File: src/rtl/checked_data_stack_core_assert.svh
// assertion helpers for the checked data stack
`ifndef CHECKED_DATA_STACK_CORE_ASSERT_SVH
`define CHECKED_DATA_STACK_CORE_ASSERT_SVH

// same-cycle implication, disabled during reset
`define CDS_ASSERT_IMPL(label, clk, rst_n, ante, cons) \
    label: assert property (@(posedge clk) disable iff (!rst_n) (ante) |-> (cons)) \
        else $error("stack assertion failed");

// next-cycle implication, disabled during reset
`define CDS_ASSERT_NEXT(label, clk, rst_n, ante, cons) \
    label: assert property (@(posedge clk) disable iff (!rst_n) (ante) |=> (cons)) \
        else $error("stack assertion failed");

`endif

File: src/rtl/cds_pkg.sv
`timescale 1ns / 1ps

package cds_pkg;

    // default number of stack entries
    localparam int STACK_DEPTH_DEF = 64;

    // field widths
    localparam int WORD_W  = 64;
    localparam int OP_W    = 3;
    localparam int FAULT_W = 2;
    localparam int DEPTH_W = 7;

    // operation codes
    localparam logic [OP_W-1:0] OP_PUSH  = 3'd0;
    localparam logic [OP_W-1:0] OP_POP   = 3'd1;
    localparam logic [OP_W-1:0] OP_PEEK  = 3'd2;
    localparam logic [OP_W-1:0] OP_SWAP  = 3'd3;
    localparam logic [OP_W-1:0] OP_PAIR  = 3'd4;
    localparam logic [OP_W-1:0] OP_CLEAR = 3'd5;
    localparam logic [OP_W-1:0] OP_CHECK = 3'd6;

    // fault codes
    localparam logic [FAULT_W-1:0] FAULT_NONE  = 2'd0;
    localparam logic [FAULT_W-1:0] FAULT_UNDER = 2'd1;
    localparam logic [FAULT_W-1:0] FAULT_OVER  = 2'd2;

    // cell load select codes
    typedef logic [1:0] t_cell_sel;
    localparam t_cell_sel CELL_HOLD  = 2'd0;
    localparam t_cell_sel CELL_DOWN  = 2'd1;  // take the word from the cell above
    localparam t_cell_sel CELL_UP    = 2'd2;  // take the word from the cell below
    localparam t_cell_sel CELL_CROSS = 2'd3;  // take the swap partner

    // decoded operation from the controller
    typedef struct packed {
        logic                shift_down;
        logic                shift_up;
        logic                swap2;
        logic                swap4;
        logic                read_en;
        logic [FAULT_W-1:0]  fault;
        logic                depth_ok;
    } t_ctrl;

endpackage

File: src/rtl/cds_cell.sv
`timescale 1ns / 1ps

module cds_cell (
    input  logic                      i_clk,
    input  cds_pkg::t_cell_sel        i_sel,
    input  logic [cds_pkg::WORD_W-1:0] i_from_above,
    input  logic [cds_pkg::WORD_W-1:0] i_from_below,
    input  logic [cds_pkg::WORD_W-1:0] i_cross,
    output logic [cds_pkg::WORD_W-1:0] o_data
);

    logic [cds_pkg::WORD_W-1:0] r_data;
    logic [cds_pkg::WORD_W-1:0] n_data;

    // pick the next word for this stack slot
    always_comb begin
        unique case (i_sel)
            cds_pkg::CELL_HOLD:  n_data = r_data;
            cds_pkg::CELL_DOWN:  n_data = i_from_above;
            cds_pkg::CELL_UP:    n_data = i_from_below;
            cds_pkg::CELL_CROSS: n_data = i_cross;
            default:             n_data = r_data;
        endcase
    end

    // payload only, no reset
    always_ff @(posedge i_clk) begin
        r_data <= n_data;
    end

    assign o_data = r_data;

endmodule

File: config.mk
export PLATFORM = sky130hd
export DESIGN_NAME = cds_cell
export DESIGN_NICKNAME = d
export VERILOG_FILES = /design/src/rtl/checked_data_stack_core_assert.svh /design/src/rtl/cds_pkg.sv /design/src/rtl/cds_cell.sv
export SDC_FILE = /design/constraint.sdc
export NUM_CORES = 1
export LEC_CHECK = 0
export ABC_AREA = 0
export BUFFER_PORTS_ARGS = -buffer_cell sky130_fd_sc_hd__buf_2
export CAP_MARGIN = 5
export CORE_MARGIN = 8
export CORE_UTILIZATION = 43
export DETAILED_ROUTE_END_ITERATION = 12
export GPL_ROUTABILITY_DRIVEN = 0
export GPL_TIMING_DRIVEN = 0
export PLACE_DENSITY = 0.95
export SLEW_MARGIN = 20
export SYNTH_ARGS = -nofsm -noshare
export SYNTH_HDL_FRONTEND = slang
export SYNTH_SLANG_ARGS = --single-unit
File: constraint.sdc
create_clock -name i_clk -period 4.28 [get_ports i_clk]
set_input_delay 0 -clock i_clk [delete_from_list [all_inputs] [get_ports i_clk]]
set_output_delay 0 -clock i_clk [all_outputs]
set_load 0.01 [all_outputs]
Yosys cells after proc, flatten, opt, wreduce, memory -nomap -nowiden
Index checks and enable logic that the tools add are counted.
Storage, ports and cells
  output and inout port bits: 64
  flip-flop bits (word level): 64
  word-level logic and storage cells: 6
  bits of input ports: 195
Cells by class
  reduce and logical (&&, ||, !) cells: 1
  muxes and demuxes: 1
  eq/ne operators: 3
Operator list (number)
  64-bit one-hot mux with 3 select lines: 1
  2-bit equality test, second input constant: 2
  2-bit by 1-bit equality test with 1-bit output, second input constant: 1
  2-bit logical NOT: 1

Logic depth before layout (Yosys ltp)
  depth in word-level cells: 2
  gate-level depth with buffers: 4
  mapped depth without buffers: 2

Least setup slack after synthesis
No wires, ideal clock.
  path kind: in2reg
  from: in i_sel[0]
  to: reg r_data, in the netlist o_data[0] (enable)
  arrival: 1.761 ns
  data required time: 3.854 ns
  library setup time: 0.426 ns
  path slack: 2.093 ns
  cell stages on the path: 3
  path buffers: 2
  cells stage by stage: buf_6 > buf_8 > or2_1
Between the ends
  longest elaborated chain between the ends: 1
RTL lines
  start: declaration: RTL line cds_cell.sv:5  | input cds_pkg::t_cell_sel i_sel,
  2-bit logical NOT: RTL line cds_cell.sv:17  | unique case (i_sel)
  end signal: assignment: RTL line cds_cell.sv:28  | r_data <= n_data;
  end: declaration: RTL line cds_cell.sv:12  | logic [cds_pkg::WORD_W-1:0] r_data;
No other way between the ends.
A chain may end at the register's enable or synchronous reset.

Worst setup path after layout
  from: in i_sel[1]
  to: reg r_data, in the netlist o_data[17] (enable)
Same word-level chain as after synthesis.

==> key figures <==
Run status
  • Status: complete, no violations

Floorplan
  • Die X: 103 µm
  • IO Pins: 259
  • Standard-cell rows: 32
  • Die height: 103 µm
  • Die area: 10700 µm²
  • Core area: 7570 µm²
  • Starting Density: 0.434

Final layout
  • Layout cells sized above 1: 0.496
  • Final std cells w/o fill: 674
  • Largest register FFs: 64
  • Fin area: 5100 µm²
  • Fin nets: 762
  • Fillcell total: 582
  • Area delta synth->final: 55.4%

Logic synthesis
  • Yosys Warn Count: 0
  • Post-Syn Instances: 278
  • Post-synthesis sequential area ratio: 0.585
  • Post-synth cell types: 10
  • Mapped cell area: 3280 µm²
  • Yosys reg bits: 64
  • Post-synth net total: 473
  • Avg Cell Area, Syn: 11.8 µm²

Hold path
  • Hold depth: 3
  • Hold Path Origin: i_from_above[12]
  • End of the worst hold path: o_data[12]
  • HP Class: in -> reg

Global routing
  • Vias in the first global route: 3675
  • Total GRT Usage: 0.222
  • Largest net degree at the start of global routing: 48
  • Grt ovf: 0
  • Initial antenna violation count: 0
  • First-pass GRT wire length: 17.7 mm

Timing
  • Hold WS: 0.0183 ns
  • Peak Freq: 927 MHz
  • Period utilization: 0.252
  • Max Slew Vio Count: 0
  • Hold violation count in the final report: 0
  • Worst rel slew slack: 0.679
  • Final worst setup slack: 3.20 ns
  • Setup-failing EPs final: 0
  • RSZ-0062 raised after global routing: false
  • Worst-Margin Slew: 0.482 ns
  • Setup TNS: 0 ns
  • Final min period: 1.08 ns

Route
  • Antenna violation net count after detailed routing: 0
  • Via/cell ratio: 5.01
  • DR pass1 iterations: 4
  • Wire per inst: 18.4 µm
  • Detailed-route via count: 3380
  • DRC marker count from the first detailed-route iteration: 116
  • Residual DRC: 0
  • Drt total wl: 12.4 mm

Worst setup path
  • CP Class: in -> reg
  • Worst EP arrival: 1.08 ns
  • CP Capture Type: flip-flop
  • Required @ worst endpoint: 4.28 ns
  • Startpoint types: input port
  • Worst-path fanout max: 47

Power and ir drop
  • Combinational power share: 0.230
  • Switch share: 0.260
  • Static Leak: 2.51 nW
  • Worst vdd ir: 0.343 mV
  • Pwr/cell area: 323 nW/µm²
  • Internal power: 1.22 mW
  • Psw: 0.428 mW
  • Clock power share: 0.289
  • Sequential share of power: 0.481

Clocking
  • Clock tree sinks: 64
  • H-Tree Depth: 3
  • Post-CTS Resized: 0
  • Clk root buf: clkbuf_8
  • CTS buffer count: 9
  • Buffer count from post-CTS setup fixing: 0
  • Clock transition at path regs: 0.07 ns
  • CTS tree: done
  • Clock buffer depth: 2

Placed design
  • Port bufs: 256
  • DP Area: 4720 µm²
  • Setup WS pre-CTS: 2.84 ns
  • DP HPWL: 9.82 mm
  • Inst Count DP: 637

Flow run
  • Max-cap violations: 0
-- how the worst max path moves through the flow --
stage	startpoint	endpoint	slack, ns	cells after the start
2_1_floorplan	i_sel[0]	o_data[0]	2.09	3
3_3_place_gp	i_sel[1]	o_data[19]	1.47	2
3_5_place_dp	i_sel[1]	o_data[25]	2.84	3
4_1_cts	i_sel[1]	o_data[14]	3.19	3
5_1_grt	i_sel[1]	o_data[16]	3.14	3
6_report	i_sel[1]	o_data[17]	3.20	3
-- power by group through the flow --
stage,registers [mW],clock network [mW],logic [mW]
finish,0.793,0.476,0.379
global route,0.800,0.514,0.409
CTS,0.793,0.486,0.380
detailed placement,0.806,0,0.364
global placement,0.804,0,0.346
floorplan,0.851,0,0.119
-- layer usage --
metal / global-route usage / vias to the layer above / wire length, µm
li1: - / 1591 / -
met1: 0.208 / 1558 / 4050
met2: 0.431 / 201 / 6840
met3: 0.0756 / 30 / 1210
met4: 0.0790 / 0 / 304
met5: 0 / - / 0
-- metrics by stage --
stage,util,total power [mW]
6_report,0.675,1.65
3_5_place_dp,0.623,1.17
5_1_grt,0.674,1.72
4_1_cts,0.674,1.66
3_3_place_gp,0.620,1.15
2_1_floorplan,-,0.970
-- cells in the final DEF (no fill, tap or decap), drive strengths merged --
cell         instances
nor2                64
or2                  1
edfxtp              64
bufinv               1
dlygate4sd3         21
mux2i               64
buf                269
clkinv               4
a21oi               64
diode                1
clkbuf              19
-- cells by family (layout without fill, tap and decap cells) --
family	count (synthesis)	in the layout	share of synthesized area
simple gates	65	65	0.0750
compound gates	64	64	0.0975
mux	64	64	0.195
flops	64	64	0.585
buf+inv	21	314	0.0472
other cells	0	1	0
-- cell type report --
type,count,area [µm²],area share
flip-flops and latches,64,1920,0.376
well taps,102,128,0.0250
diodes,1,2.50,0.000490
clock buffers,10,128,0.0250
plain buffers,21,155,0.0304
clock inverters,5,48.8,0.00956
multi-input cells,193,1210,0.237
repair buffers,278,1510,0.296
-- cell usage after synthesis --
| cell type | number | share of area |
|---|---|---|
| a21oi_1 | 64 | 0.098 |
| edfxtp_1 | 64 | 0.59 |
| mux2i_1 | 64 | 0.20 |
| nor2_1 | 64 | 0.073 |
| clkbuf_1 | 9 | 0.010 |
| buf_8 | 5 | 0.023 |
| buf_2 | 4 | 0.0061 |
| buf_4 | 2 | 0.0046 |
| buf_6 | 1 | 0.0034 |
| or2_1 | 1 | 0.0019 |
-- critical path, cell delays in order --
cell	delay, ns
clkbuf_1	0.37
or2_4	0.38
buf_12	0.30
-- timing repair --
action / in CTS / in global routing
hold buffers: 21 / 0
endpoints found under the setup margin: 0 / 0
endpoints found under the hold margin: 21 / 0
(Power assumes the default switching activity.)
