**config.mk**
```make
export PLATFORM = sky130hd
export DESIGN_NAME = cds_ctrl
export DESIGN_NICKNAME = d
export VERILOG_FILES = /design/src/rtl/checked_data_stack_core_assert.svh /design/src/rtl/cds_pkg.sv /design/src/rtl/cds_ctrl.sv
export SDC_FILE = /design/constraint.sdc
export NUM_CORES = 1
export LEC_CHECK = 0
export ABC_CLOCK_PERIOD_IN_PS = 4700
export BUFFER_PORTS_ARGS = -buffer_cell sky130_fd_sc_hd__buf_2
export CAP_MARGIN = 20
export CORE_UTILIZATION = 40
export DETAILED_ROUTE_END_ITERATION = 12
export PLACE_DENSITY = 0.71
export SYNTH_ARGS = -nofsm -noshare
export SYNTH_HDL_FRONTEND = slang
export SYNTH_SLANG_ARGS = --single-unit
```
**constraint.sdc**
```tcl
create_clock -name i_clk -period 4.7 [get_ports i_clk]
set_clock_uncertainty 0.05 [all_clocks]
set_input_delay 0.705 -clock i_clk [delete_from_list [all_inputs] [get_ports i_clk]]
set_output_delay 0.705 -clock i_clk [all_outputs]
set_load 0.03 [all_outputs]
```
**src/rtl/checked_data_stack_core_assert.svh**
```systemverilog
// assertion helpers for the checked data stack
`ifndef CHECKED_DATA_STACK_CORE_ASSERT_SVH
`define CHECKED_DATA_STACK_CORE_ASSERT_SVH

// same-cycle implication, disabled during reset
`define CDS_ASSERT_IMPL(label, clk, rst_n, ante, cons) \
    label: assert property (@(posedge clk) disable iff (!rst_n) (ante) |-> (cons)) \
        else $error("stack assertion failed");

// next-cycle implication, disabled during reset
`define CDS_ASSERT_NEXT(label, clk, rst_n, ante, cons) \
    label: assert property (@(posedge clk) disable iff (!rst_n) (ante) |=> (cons)) \
        else $error("stack assertion failed");

`endif

```
**src/rtl/cds_pkg.sv**
```systemverilog
`timescale 1ns / 1ps

package cds_pkg;

    // default number of stack entries
    localparam int STACK_DEPTH_DEF = 64;

    // field widths
    localparam int WORD_W  = 64;
    localparam int OP_W    = 3;
    localparam int FAULT_W = 2;
    localparam int DEPTH_W = 7;

    // operation codes
    localparam logic [OP_W-1:0] OP_PUSH  = 3'd0;
    localparam logic [OP_W-1:0] OP_POP   = 3'd1;
    localparam logic [OP_W-1:0] OP_PEEK  = 3'd2;
    localparam logic [OP_W-1:0] OP_SWAP  = 3'd3;
    localparam logic [OP_W-1:0] OP_PAIR  = 3'd4;
    localparam logic [OP_W-1:0] OP_CLEAR = 3'd5;
    localparam logic [OP_W-1:0] OP_CHECK = 3'd6;

    // fault codes
    localparam logic [FAULT_W-1:0] FAULT_NONE  = 2'd0;
    localparam logic [FAULT_W-1:0] FAULT_UNDER = 2'd1;
    localparam logic [FAULT_W-1:0] FAULT_OVER  = 2'd2;

    // cell load select codes
    typedef logic [1:0] t_cell_sel;
    localparam t_cell_sel CELL_HOLD  = 2'd0;
    localparam t_cell_sel CELL_DOWN  = 2'd1;  // take the word from the cell above
    localparam t_cell_sel CELL_UP    = 2'd2;  // take the word from the cell below
    localparam t_cell_sel CELL_CROSS = 2'd3;  // take the swap partner

    // decoded operation from the controller
    typedef struct packed {
        logic                shift_down;
        logic                shift_up;
        logic                swap2;
        logic                swap4;
        logic                read_en;
        logic [FAULT_W-1:0]  fault;
        logic                depth_ok;
    } t_ctrl;

endpackage

```
**src/rtl/cds_ctrl.sv**
```systemverilog
`timescale 1ns / 1ps

module cds_ctrl #(
    parameter int STACK_DEPTH = cds_pkg::STACK_DEPTH_DEF
) (
    input  logic                          i_clk,
    input  logic                          i_rst_n,
    input  logic                          i_fire,
    input  logic [cds_pkg::OP_W-1:0]      i_operation,
    input  logic [cds_pkg::DEPTH_W-1:0]   i_required_count,
    output cds_pkg::t_ctrl                o_ctrl,
    output logic [cds_pkg::DEPTH_W-1:0]   o_depth_next,
    output logic [$clog2(STACK_DEPTH+1)-1:0] o_count
);

    localparam int CNT_W = $clog2(STACK_DEPTH + 1);
    localparam int CMP_W = (CNT_W > cds_pkg::DEPTH_W) ? CNT_W : cds_pkg::DEPTH_W;
    localparam logic [CNT_W-1:0] FULL_C = CNT_W'(STACK_DEPTH);
    localparam logic [CNT_W-1:0] ONE_C  = CNT_W'(1);
    localparam logic [CNT_W-1:0] TWO_C  = CNT_W'(2);
    localparam logic [CNT_W-1:0] FOUR_C = CNT_W'(4);

    logic [CNT_W-1:0] r_count;
    logic [CNT_W-1:0] n_count;
    logic [CMP_W-1:0] w_count_ext;
    logic [CMP_W-1:0] w_need_ext;
    logic [CMP_W-1:0] w_next_ext;

    assign w_count_ext = CMP_W'(r_count);
    assign w_need_ext  = CMP_W'(i_required_count);

    // decode the operation against the current depth
    always_comb begin
        n_count         = r_count;
        o_ctrl          = '0;
        o_ctrl.fault    = cds_pkg::FAULT_NONE;
        o_ctrl.depth_ok = 1'b1;
        unique case (i_operation)
            cds_pkg::OP_PUSH: begin
                if (r_count < FULL_C) begin
                    o_ctrl.shift_down = 1'b1;
                    n_count           = r_count + ONE_C;
                end else begin
                    o_ctrl.fault    = cds_pkg::FAULT_OVER;
                    o_ctrl.depth_ok = 1'b0;
                end
            end
            cds_pkg::OP_POP, cds_pkg::OP_PEEK: begin
                if (r_count >= ONE_C) begin
                    o_ctrl.read_en = 1'b1;
                    if (i_operation == cds_pkg::OP_POP) begin
                        o_ctrl.shift_up = 1'b1;
                        n_count         = r_count - ONE_C;
                    end
                end else begin
                    o_ctrl.fault    = cds_pkg::FAULT_UNDER;
                    o_ctrl.depth_ok = 1'b0;
                end
            end
            cds_pkg::OP_SWAP: begin
                if (r_count >= TWO_C) begin
                    o_ctrl.swap2 = 1'b1;
                end else begin
                    o_ctrl.fault    = cds_pkg::FAULT_UNDER;
                    o_ctrl.depth_ok = 1'b0;
                end
            end
            cds_pkg::OP_PAIR: begin
                if (r_count >= FOUR_C) begin
                    o_ctrl.swap4 = 1'b1;
                end else begin
                    o_ctrl.fault    = cds_pkg::FAULT_UNDER;
                    o_ctrl.depth_ok = 1'b0;
                end
            end
            cds_pkg::OP_CLEAR: begin
                n_count = '0;
            end
            cds_pkg::OP_CHECK: begin
                if (w_count_ext < w_need_ext) begin
                    o_ctrl.fault    = cds_pkg::FAULT_UNDER;
                    o_ctrl.depth_ok = 1'b0;
                end
            end
            default: begin
                // unused code acts as a no-op
            end
        endcase
    end

    // depth counter, updated on each input transfer
    always_ff @(posedge i_clk) begin
        if (!i_rst_n) begin
            r_count <= '0;
        end else if (i_fire) begin
            r_count <= n_count;
        end
    end

    assign w_next_ext   = CMP_W'(n_count);
    assign o_depth_next = w_next_ext[cds_pkg::DEPTH_W-1:0];
    assign o_count      = r_count;

endmodule

```
; Word-level counts from Yosys, hierarchy flattened
; Index checks and enable logic that the tools add are counted.
; W data, S select, Z words.
[totals]
ff_bits = 7
latch_bits = 0
mem_bits_rw = 0
romBits = 0
input_bits = 13
output_inout_bits = 22
wordCells = 37
n_memories = 0
[op_classes]
addsub = 2
multipliers = 0
div_mod_pow = 0
n_lt_le_gt_ge = 5
n_eq_ne = 6
shifts = 0
muxes = 21
bitwise_logic = 0
reduce_logical = 2
[op_table]
columns = op, count
row1 = $mux W7, 3
row2 = $pmux W7 S3, 1
row3 = $pmux W3 S5, 1
row4 = $mux W1, 11
row5 = $eq A3 B3 Y1 const B, 3
row6 = $mux W2, 4
row7 = $add A7 B1 Y7 const B, 1
row8 = $ge A7 B1 Y1 const B, 1
row9 = $ge A7 B2 Y1 const B, 1
row10 = $ge A7 B3 Y1 const B, 1
row11 = $lt A7 B7 Y1, 1
row12 = $lt A7 B7 Y1 const B, 1
row13 = $sub A7 B1 Y7 const B, 1
row14 = $eq A3 B2 Y1 const B, 2
row15 = $eq A3 B1 Y1 const B, 1
row16 = $logic_not A3 Y1, 1
row17 = $mux W3, 1
row18 = $reduce_or A2 Y1, 1

; Logic depth before layout (Yosys ltp)
; Gate-level depths: netlist of the first run.
[logic_depth]
ltp_word = 4
mapped_depth = 8
mapped_depth_nobuf = 7

; Worst setup path before layout of the first run
; OpenSTA, ideal clock, no wires.
[synth_path]
path_kind = register -> output
from = register r_count[1] (netlist: o_count[1])
to = output o_ctrl[1] in the netlist's numbering
t_arrival_ps = 2441
required_time_ps = 3945
slack_ps = 1504
path_stages_with_launch = 8
n_path_buf = 1
path_cell_list = dfxtp_1 > clkbuf_1 > inv_1 > ha_1 > or3_1 > o32ai_1 > a21oi_1 > nor3_1
[synth_rtl]
columns = element, line
row1 = from (decl), cds_ctrl.sv:23  ; logic [CNT_W-1:0] r_count;
row2 = from (signal assigned), cds_ctrl.sv:96  ; r_count <= n_count;
row3 = to (decl), cds_ctrl.sv:11  ; output cds_pkg::t_ctrl o_ctrl,

; Worst setup path after layout of the first run
[layout_path]
from = register r_count[1] (netlist: o_count[1])
to = output o_depth_next[3] in the netlist's numbering
[layout_between]
elab_chain_len = 4
elab_cells_between_ends = 8
cone_classes = add/sub: 2 / order compare: 2 / mux: 4
[layout_rtl]
columns = element, line
row1 = $sub A7 B1 Y7, cds_ctrl.sv:53  ; n_count = r_count - ONE_C;
row2 = $mux W7, cds_ctrl.sv:51  ; if (i_operation == cds_pkg::OP_POP) begin
row3 = $mux W7, cds_ctrl.sv:49  ; if (r_count >= ONE_C) begin
row4 = $pmux W7 S3 *, cds_ctrl.sv:38  ; unique case (i_operation)
row5 = to (decl), cds_ctrl.sv:12  ; output logic [cds_pkg::DEPTH_W-1:0] o_depth_next,
; Mark *: on every way between the ends. The rest lies on a longest branch, timed or not.

==> run_results.csv, run 1 <==
group,metric,value,unit
floorplan,fp.dieH,54.6,um
setup_path,crit_required,3.94,ns
timing,slew_headroom,0.551,
yosys,synth.top_cell.area_share,0.127,
timing,worst_pin_slew,0.673,ns
timing,finalMaxSlewViolations,0,
floorplan,rows,18,
yosys,async_reset_ff_frac,0,
setup_path,cpLargestDelayFamily,"compound AO/OA/AOI/OAI gates",
timing,rsz0062_at_grt,"no",
global_routing,antenna_found_initial,0,
final_layout,antenna_cells,0,
floorplan,die_area,2980,um2
global_routing,grt_pass1_wl,5130,um
routing,first_pass_iters,4,
clock_tree,clock-sinks,7,
final_layout,multi_input_area,865,um2
clock_tree,clkLatencyLatePin,0.26,ns
placed_design,place_inst,211,
setup_path,worst-path-buf-inv,2,
routing,wl,3170,um
final_layout,syn_to_final_growth,16.6,%
floorplan,ios,35,
yosys,synth_warnings,0,
final_layout,layoutNonFillerInstCount,215,
timing,timing.final.crit_share,0.749,
routing,wire_per_inst,14.7,um
global_routing,grt_max_degree,20,
yosys,netlist_instances,160,
global_routing,grt_pass1_vias,1141,
final_layout,fin_nets,209,
setup_path,max_stage_delay,0.57,ns
yosys,syn_area,1110,um2
setup_path,start_kind,"register",
placed_design,dpl.hpwl,2430,um
yosys,synthFlopType,"dfxtp_1",
floorplan,initial_core_util,0.435,
setup_path,worst_path_max_delay_cell,"dfxtp_1",
yosys,synth_cell_type_count,49,
final_layout,seq_area,140,um2
clock_tree,root_buffer,"clkbuf_4",
clock_tree,cts_tree,"built",
clock_tree,cts.repair.resized,0,
setup_path,cp_cell_sequence,"inv_1, ha_1, or3_1, o31ai_4, nor4_2, o31ai_2, a21bo_1, buf_2",
setup_path,path_class,"reg2out",
timing,fin_crit,3.52,ns
floorplan,die_x,54.6,um
routing,antenna_left,0,
final_layout,largest_reg_flops,7,
global_routing,grt_overflow_total,0,
setup_path,path_max_fanout,12,
timing,fin_setup_tns,0,ns
worst_hold_path,worstHoldPathType,"reg2reg",
routing,vias,1309,
clock_tree,htree_levels,1,
yosys,synthTopCellsByArea,"dfxtp_1 13%, ha_1 11%, a21oi_1 5.4%",
clock_tree,cts_buffers,3,
routing,drt_iter0_markers,37,
yosys,syn_area_per_cell,6.92,um2
floorplan,core,2540,um2
clock_tree,post_cts_hold_buffer_count,0,
clock_tree,cts_buffer_depth,2,
yosys,ys_ff_latch,7,
final_layout,final_area,1290,um2
final_layout,final_cell_mix,"34 x buf_2, 15 x nand2_1, 14 x inv_1",
run_status,outcome,"complete, no violations",
routing,drcViolationCount,0,
job,maxCapViolCount,0,
clock_tree,post_cts_buffers,0,
power_and_ir_drop,ir_drop,0.137,mV
clock_tree,clk_pin_slew_worst_paths,0.05,ns
placed_design,placed_area,1260,um2
global_routing,grt_usage,0.237,
final_layout,num-fill-cells,270,
setup_path,cp.arrival,2.77,ns
timing,hold_viol_final,0,
power_and_ir_drop,powerDensity,172,nW/um2
timing,timing.fmax,0.284,GHz
yosys,ys_seq_area_frac,0.127,
final_layout,layout_commonest_cell,"buf_2",
yosys,synth_nets,183,
final_layout,final_layout_size_suffix_gt1_frac,0.227,
yosys,synth_edf_count,0,
placed_design,gp_congestion,0.857,
power_and_ir_drop,leakagePower,0.629,nW
yosys,synth_top_area_cell,"dfxtp_1",
placed_design,numPortBuffers,34,
timing,setup_viol_count_final,0,
routing,viasPerCell,6.09,
setup_path,cp-end-kind,"primary output",
[stage by stage]
step	setup WS, ns	power (W)	hold WS, ns	utilization
global route	1.04	0.000237	0.633	0.507
finish	1.18	0.000223	0.592	0.507
floorplan	1.50	0.000140	0.650	-
detailed placement	1.54	0.000165	0.587	0.497
global placement	1.59	0.000163	0.597	0.497
CTS	1.22	0.000224	0.595	0.507
[worst paths after layout]
| check | to | slack [ns] | start | cells after the start |
|---|---|---|---|---|
| min reg2reg | o_count[5]$_SDFFE_PN0P_ | 0.59 | o_count[5]$_SDFFE_PN0P_ | 2 |
| min | o_count[5]$_SDFFE_PN0P_ | 0.59 | o_count[5]$_SDFFE_PN0P_ | 2 |
| max reg2reg | o_count[3]$_SDFFE_PN0P_ | 2.24 | o_count[1]$_SDFFE_PN0P_ | 7 |
| max | o_depth_next[3] | 1.18 | o_count[1]$_SDFFE_PN0P_ | 8 |
[worst reg2reg max path: stages, from the launching register on]
cell and delay [ns]:
dfxtp_1 0.57, inv_1 0.17, ha_1 0.25, or3_1 0.45
o31ai_4 0.31, nor4_2 0.10, o31ai_2 0.25, o221ai_1 0.18
[cells by family (layout without fill, tap and decap cells)]
logic type                 Yosys count  in the layout  share of synthesized area
AOI/OAI and AO/OA                   49             49                      0.320
xor gates and xnor gates             1              1                    0.00791
adders and majority gates           11             11                      0.122
buffers and inverters               27             52                     0.0926
DFF                                  7              7                      0.127
muxes                                1              1                    0.00904
and+or+nand+nor                     64             64                      0.322
[Yosys cell counts (3+ instances only)]
master / count
dfxtp_1: 7
nand4_1: 4
or3_1: 4
clkbuf_1: 12
a21oi_1: 12
o221ai_1: 3
nand2b_1: 4
o21ai_0: 7
nand2_1: 15
ha_1: 10
a21o_1: 4
inv_1: 14
nand3_1: 4
nor3_1: 8
nor2_1: 11
[layer usage]
| metal | global-route usage | vias up | share of wire |
|---|---|---|---|
| li1 | - | 644 | - |
| met1 | 0.328 | 619 | 0.46 |
| met2 | 0.378 | 41 | 0.47 |
| met3 | 0.0194 | 5 | 0.053 |
| met4 | 0.0855 | 0 | 0.013 |
| met5 | 0 | - | 0 |
[where the power goes]
group | internal (W) | leakage [nW] | switching (W) | total [W]
Combinational | 0.0000328 | 0.557 | 0.0000651 | 0.0000979
Clock | 0.0000326 | 0.0150 | 0.0000248 | 0.0000574
Sequential | 0.0000612 | 0.0569 | 0.00000605 | 0.0000672
Total | 0.000127 | 0.629 | 0.0000959 | 0.000223
[layout make-up]
type	instances	share of cell area
inverters	14	0.0407
flip-flops and latches	7	0.109
clock buffers	4	0.0203
well taps	30	0.0291
multi-input cells	126	0.670
repair buffers	34	0.132
Power figures use the tool's default switching activity.
==> run 2: changes to the inputs <==
--- a/config.mk
+++ b/config.mk
@@ -5,7 +5,8 @@
 export SDC_FILE = /design/constraint.sdc
 export NUM_CORES = 1
 export LEC_CHECK = 0
-export ABC_CLOCK_PERIOD_IN_PS = 4700
+export ABC_AREA = 1
+export ABC_CLOCK_PERIOD_IN_PS = 3600
 export BUFFER_PORTS_ARGS = -buffer_cell sky130_fd_sc_hd__buf_2
 export CAP_MARGIN = 20
 export CORE_UTILIZATION = 40
==> constraint.sdc (replaced) <==
create_clock -name i_clk -period 3.6 [get_ports i_clk]
set_clock_uncertainty 0.05 [all_clocks]
set_input_delay 0.54 -clock i_clk [delete_from_list [all_inputs] [get_ports i_clk]]
set_output_delay 0.54 -clock i_clk [all_outputs]
set_load 0.03 [all_outputs]
==> run 2 against run 1 <==
- worst hold slack better by 0.021 ns
- combinational power is 88% higher
- flip-flop and latch count unchanged
- synthesized area shrank 1.2%
- clock power rose by 20%
- worst setup slack got worse by 0.22 ns
- non-clock buffer count unchanged
- largest power group unchanged
- register-to-register slack got worse by 0.47 ns
- first-iteration DRC count shrank 46%
- cell area is 0.68% higher
- critical path type unchanged
- highest routed layer unchanged
- die area is 1.2% lower
==> run_results.csv, run 2 <==
group,metric,value,unit
clock_tree,clock-sinks,7,
yosys,yosys-top-cells-count,"49 x nand2_1, 30 x inv_1, 17 x nand3_1",
timing,fin_crit,2.64,ns
timing,worst_pin_slew,0.518,ns
yosys,synth.top_cell.area_share,0.168,
routing,wl,2820,um
floorplan,initial_core_util,0.434,
routing,first_pass_iters,4,
setup_path,crit_path_frequent_cell,"a21oi_1",
clock_tree,clkLatencyLatePin,0.25,ns
global_routing,antenna_found_initial,0,
routing,highest_layer,"met4",
setup_path,path_class,"reg2out",
final_layout,final_area,1300,um2
yosys,ys_ff_latch,7,
clock_tree,cts_buffer_depth,2,
setup_path,cp-end-kind,"primary output",
final_layout,antenna_cells,0,
yosys,synth_top_area_cell,"nand2_1",
placed_design,gp_congestion,0.914,
final_layout,largest_reg_flops,7,
routing,vias,1274,
placed_design,numPortBuffers,34,
setup_path,reg2reg_depth,9,
routing,viasPerCell,5.14,
power_and_ir_drop,ir_drop,0.252,mV
final_layout,syn_to_final_growth,18.9,%
routing,wire_per_inst,11.4,um
global_routing,grt_max_degree,13,
clock_tree,post_cts_buffers,0,
global_routing,grt_pass1_wl,4570,um
routing,wl_met3,117,um
setup_path,worst-r2r-setup-slack,1.77,ns
clock_tree,root_buffer,"clkbuf_4",
final_layout,fin_nets,242,
routing,drcViolationCount,0,
yosys,synth_cell_type_count,29,
setup_path,worst_path_max_delay_cell,"dfxtp_1",
yosys,yosysMostFrequentCell,"nand2_1",
power_and_ir_drop,powerDensity,271,nW/um2
routing,drt_iter0_markers,20,
setup_path,cp-startpoint,"o_count[2]$_SDFFE_PN0P_",
setup_path,cp_cell_sequence,"ha_1, a21oi_1, nand2_1, a21oi_1, o21ai_0, o21ai_1, buf_2",
final_layout,seq_area,140,um2
floorplan,core,2520,um2
setup_path,cp.arrival,2.05,ns
floorplan,fp.dieH,54.3,um
timing,rsz0062_at_grt,"no",
yosys,syn_area,1090,um2
placed_design,placed_area,1270,um2
clock_tree,post_cts_hold_buffer_count,0,
timing,fin_setup_tns,0,ns
worst_hold_path,hold_path_end,"o_count[4]$_SDFFE_PN0P_",
final_layout,multi_input_area,795,um2
power_and_ir_drop,power.total,0.000353,W
yosys,syn_area_per_cell,5.98,um2
timing,finalMaxSlewViolations,0,
final_layout,final_layout_size_suffix_gt1_frac,0.243,
floorplan,die_x,54.3,um
yosys,synthTopCellsByArea,"nand2_1 17%, dfxtp_1 13%, ha_1 11%",
yosys,synth_warnings,0,
timing,setup_viol_count_final,0,
floorplan,ios,35,
routing,drt-met1-wl,1440,um
worst_hold_path,min-delay-start,"i_fire",
final_layout,utilization,0.515,
timing,whs,0.613,ns
timing,timing.fmax,0.379,GHz
yosys,synth_nets,206,
timing,hold_viol_final,0,
floorplan,rows,18,
setup_path,r2r-start,"o_count[0]$_SDFFE_PN0P_",
yosys,netlist_instances,183,
yosys,async_reset_ff_frac,0,
global_routing,grt_pass1_vias,1073,
final_layout,layout_commonest_cell,"nand2_1",
setup_path,r2r_end,"o_count[4]$_SDFFE_PN0P_",
yosys,synth_edf_count,0,
clock_tree,cts.repair.resized,0,
global_routing,grt_usage,0.211,
timing,timing.final.crit_share,0.733,
clock_tree,cts_buffers,3,
clock_tree,cts_tree,"built",
setup_path,crit_required,3.01,ns
routing,met2_length,1260,um
placed_design,dpl.hpwl,2240,um
timing,slew_headroom,0.652,
worst_hold_path,worstHoldPathType,"in2reg",
global_routing,grt_overflow_total,0,
setup_path,max_stage_delay,0.63,ns
clock_tree,htree_levels,1,
floorplan,die_area,2950,um2
routing,antenna_left,0,
setup_path,path_max_fanout,12,
worst_hold_path,holdPathStages,4,
final_layout,final_cell_mix,"49 x nand2_1, 34 x buf_2, 30 x inv_1",
yosys,ys_seq_area_frac,0.128,
final_layout,num-fill-cells,286,
power_and_ir_drop,leakagePower,0.799,nW
yosys,synthFlopType,"dfxtp_1",
job,maxCapViolCount,0,
setup_path,start_kind,"register",
run_status,outcome,"complete, no violations",
clock_tree,clk_pin_slew_worst_paths,0.05,ns
run 2: changes by cell type after synthesis, sizes merged, moves of 4 or more:
cell    previous run  this run
nor3               9         4
nand2b             4         0
a21o               4         0
nand4              4        15
nand2             15        51
nand3              4        19
clkbuf            12         0
or3                4         0
inv               14        34
run 2: worst max-delay path by stage:
stage	to
after global routing	o_ctrl[1]
after detailed placement	o_ctrl[1]
final	o_ctrl[1]
after global placement	o_ctrl[1]
after floorplan	o_ctrl[0]
after CTS	o_ctrl[1]
run 2: final cells by class:
cell class	instances	area share
Clock buffer	4	0.0202
Inverter	35	0.101
Multi-Input combinational cell	138	0.611
Sequential cell	7	0.108
Tap cell	30	0.0289
Timing Repair Buffer	34	0.131
run 2: cell families after synthesis:
kind of cell,after synthesis,synth area share
buf+inv,38,0.145
simple gates,102,0.459
xor+xnor,4,0.0320
compound gates,22,0.121
flops,7,0.128
fa+ha+maj,10,0.114
run 2: per-layer routing:
layer,GRT usage,up-vias
met3,0.0194,2
met5,0,-
met2,0.341,34
met1,0.293,555
met4,0.0641,0
li1,-,683
run 2: report_power, final:
group / internal, W / switching [W]
registers: 0.0000832 / 0.0000166
logic: 0.0000592 / 0.000125
clock network: 0.0000421 / 0.0000267
total: 0.000185 / 0.000168
run 2: per-stage QoR:
| stage | std cells | setup slack (ns) |
|---|---|---|
| finish | 248 | 0.962 |
| global route | 248 | 0.741 |
| detailed placement | 244 | 1.18 |
| CTS | 248 | 0.948 |
| floorplan | 183 | 1.09 |
| global placement | 244 | 1.22 |
run 2: critical path, delay by kind of cell (launching register included):
family	cells	cell delay, ns
buffers and inverters	1	0.20
AO/OA/AOI/OAI	4	0.57
flip-flops	1	0.63
AND/OR/NAND/NOR	1	0.06
adder cells (fa/ha/maj)	1	0.34
==> run 3: changes to the inputs <==
--- a/config.mk
+++ b/config.mk
@@ -6,12 +6,12 @@
 export NUM_CORES = 1
 export LEC_CHECK = 0
 export ABC_AREA = 1
-export ABC_CLOCK_PERIOD_IN_PS = 3600
+export ABC_CLOCK_PERIOD_IN_PS = 2370
 export BUFFER_PORTS_ARGS = -buffer_cell sky130_fd_sc_hd__buf_2
 export CAP_MARGIN = 20
 export CORE_UTILIZATION = 40
 export DETAILED_ROUTE_END_ITERATION = 12
-export PLACE_DENSITY = 0.71
+export PLACE_DENSITY = 0.74
 export SYNTH_ARGS = -nofsm -noshare
 export SYNTH_HDL_FRONTEND = slang
 export SYNTH_SLANG_ARGS = --single-unit
==> constraint.sdc (replaced) <==
create_clock -name i_clk -period 2.37 [get_ports i_clk]
set_clock_uncertainty 0.05 [all_clocks]
set_input_delay 0.3555 -clock i_clk [delete_from_list [all_inputs] [get_ports i_clk]]
set_output_delay 0.3555 -clock i_clk [all_outputs]
set_load 0.03 [all_outputs]
==> run 3 against run 2 <==
- sequential share of layout area decreased by 0.16 points
- routed wire length rose by 5.5%
- worst hold slack worse by 0.20 ns
- core utilization grew 1.7 points
- largest power group unchanged
- largest cell class unchanged
- first-iteration DRC count up 140%
- cell count grew 2.0%
- total power up 58%
==> run_results.csv, run 3 (synthesis gave the netlist of run 2 again) <==
group,metric,value,unit
floorplan,rows,18,
clock_tree,clkLatencyLatePin,0.25,ns
routing,first_pass_iters,4,
timing,fin_setup_tns,0,ns
clock_tree,cts_buffer_depth,2,
clock_tree,root_buffer,"clkbuf_4",
setup_path,path_class,"reg2out",
placed_design,numPortBuffers,34,
setup_path,worst-r2r-setup-slack,0.78,ns
setup_path,worstSetupPathDepth,10,
routing,wl,2970,um
routing,drt_iter0_markers,48,
floorplan,die_x,54.3,um
timing,setup_ws,0.142,ns
global_routing,grt_overflow_total,0,
job,maxCapViolCount,0,
clock_tree,clk_pin_slew_worst_paths,0.06,ns
power_and_ir_drop,ir_drop,0.307,mV
setup_path,crit_required,1.96,ns
setup_path,start_kind,"register",
routing,antenna_left,0,
final_layout,final_layout_size_suffix_gt1_frac,0.269,
worst_hold_path,holdPathStages,4,
setup_path,r2r_end,"o_count[0]$_SDFFE_PN0P_",
timing,finalMaxSlewViolations,0,
final_layout,largest_reg_flops,7,
final_layout,syn_to_final_growth,22.8,%
global_routing,grt_usage,0.226,
timing,timing.fmax,0.449,GHz
floorplan,initial_core_util,0.434,
setup_path,cpLargestDelayFamily,"simple AND/OR/NAND/NOR gates",
setup_path,worst_path_max_delay_cell,"dfxtp_1",
routing,wire_per_inst,11.7,um
global_routing,grt_pass1_wl,4890,um
setup_path,cp-end-kind,"primary output",
timing,whs,0.416,ns
power_and_ir_drop,leakagePower,0.825,nW
timing,rsz0062_at_grt,"no",
setup_path,cp-startpoint,"o_count[1]$_SDFFE_PN0P_",
floorplan,die_area,2950,um2
floorplan,fp.dieH,54.3,um
routing,viasPerCell,5.13,
routing,vias,1297,
final_layout,final_cell_mix,"49 x nand2_1, 33 x buf_2, 30 x inv_1",
setup_path,worst-path-buf-inv,3,
clock_tree,cts_tree,"built",
final_layout,antenna_cells,0,
floorplan,ios,35,
global_routing,antenna_found_initial,0,
clock_tree,htree_levels,1,
placed_design,gp_congestion,0.891,
power_and_ir_drop,powerDensity,414,nW/um2
setup_path,max_stage_delay,0.35,ns
setup_path,reg2reg_depth,9,
timing,setup_viol_count_final,0,
placed_design,dpl.hpwl,2420,um
final_layout,fin_nets,247,
setup_path,r2r-start,"o_count[1]$_SDFFE_PN0P_",
floorplan,core,2520,um2
clock_tree,clock-sinks,7,
timing,timing.final.crit_share,0.940,
worst_hold_path,worstHoldPathType,"in2reg",
timing,worst_pin_slew,0.565,ns
final_layout,layout_commonest_cell,"nand2_1",
timing,fin_crit,2.23,ns
run_status,outcome,"complete, no violations",
routing,drcViolationCount,0,
setup_path,path_max_fanout,9,
clock_tree,cts_buffers,3,
placed_design,place_ws,0.320,ns
global_routing,grt_pass1_vias,1125,
timing,slew_headroom,0.621,
setup_path,cp.arrival,1.82,ns
global_routing,grt_max_degree,12,
worst_hold_path,min-delay-start,"i_fire",
worst_hold_path,hold_path_end,"o_count[5]$_SDFFE_PN0P_",
setup_path,cp_cell_sequence,"buf_4, nor2_4, nand2_1, nor2_1, nand2_2, inv_1, nor2_2, nor3_2, nand3_1, buf_2",
timing,hold_viol_final,0,
run 3: cell types whose count changed in the layout (fill, tap and decap cells not counted), sizes merged:
cell | before | now
clkbuf | 4 | 5
buf | 34 | 38
run 3: worst max path at each step:
stage	endpoint	slack, ns
after floorplan	o_ctrl[0]	0.05
after global placement	o_ctrl[1]	0.36
after detailed placement	o_ctrl[1]	0.32
after CTS	o_ctrl[1]	0.05
after global routing	o_ctrl[0]	0.009
final	o_ctrl[0]	0.14
run 3: worst register-to-register path, stage by stage (launching register included):
cell and delay (ns):
dfxtp_1 0.35, buf_4 0.18, nor2_4 0.15, nand2_1 0.10, nor2_1 0.14, nand2_2 0.15, nand3_2 0.11, o211ai_2 0.09
o21ai_1 0.13, inv_1 0.05
run 3: where the power goes:
group | total (W) | internal (W) | switching, W | leakage (nW)
clock network | 0.000112 | 0.0000645 | 0.0000475 | 0.0150
logic | 0.000300 | 0.0000990 | 0.000201 | 0.751
registers | 0.000144 | 0.000127 | 0.0000174 | 0.0585
run 3: area by class of cell:
class / instances / area, um2
Clock buffer: 4 / 26.3
Inverter: 35 / 131
Tap cell: 30 / 37.5
Multi-Input combinational cell: 138 / 795
Timing Repair Buffer: 39 / 210
Sequential cell: 7 / 143
Fill cell: 280 / 1180
run 3: stage by stage:
stage	area (um2)	utilization	power, W	cells
4_1_cts	1340	0.530	0.000559	253
2_1_floorplan	1090	-	0.000360	183
6_report	1340	0.532	0.000556	253
5_1_grt	1340	0.532	0.000600	253
3_3_place_gp	1310	0.520	0.000441	249
3_5_place_dp	1310	0.520	0.000444	249
run 3: layer usage:
| layer | track usage | routed length, um | vias to the layer above |
|---|---|---|---|
| li1 | - | - | 686 |
| met1 | 0.310 | 1380 | 562 |
| met2 | 0.382 | 1370 | 47 |
| met3 | 0.00833 | 211 | 2 |
| met4 | 0.0641 | 10 | 0 |
| met5 | 0 | 0 | - |
run 3: timing repair:
item	in CTS	in global routing
hold buffers	0	0
gates resized for setup	0	5
endpoints found under the setup margin	0	2
buffers inserted	0	0
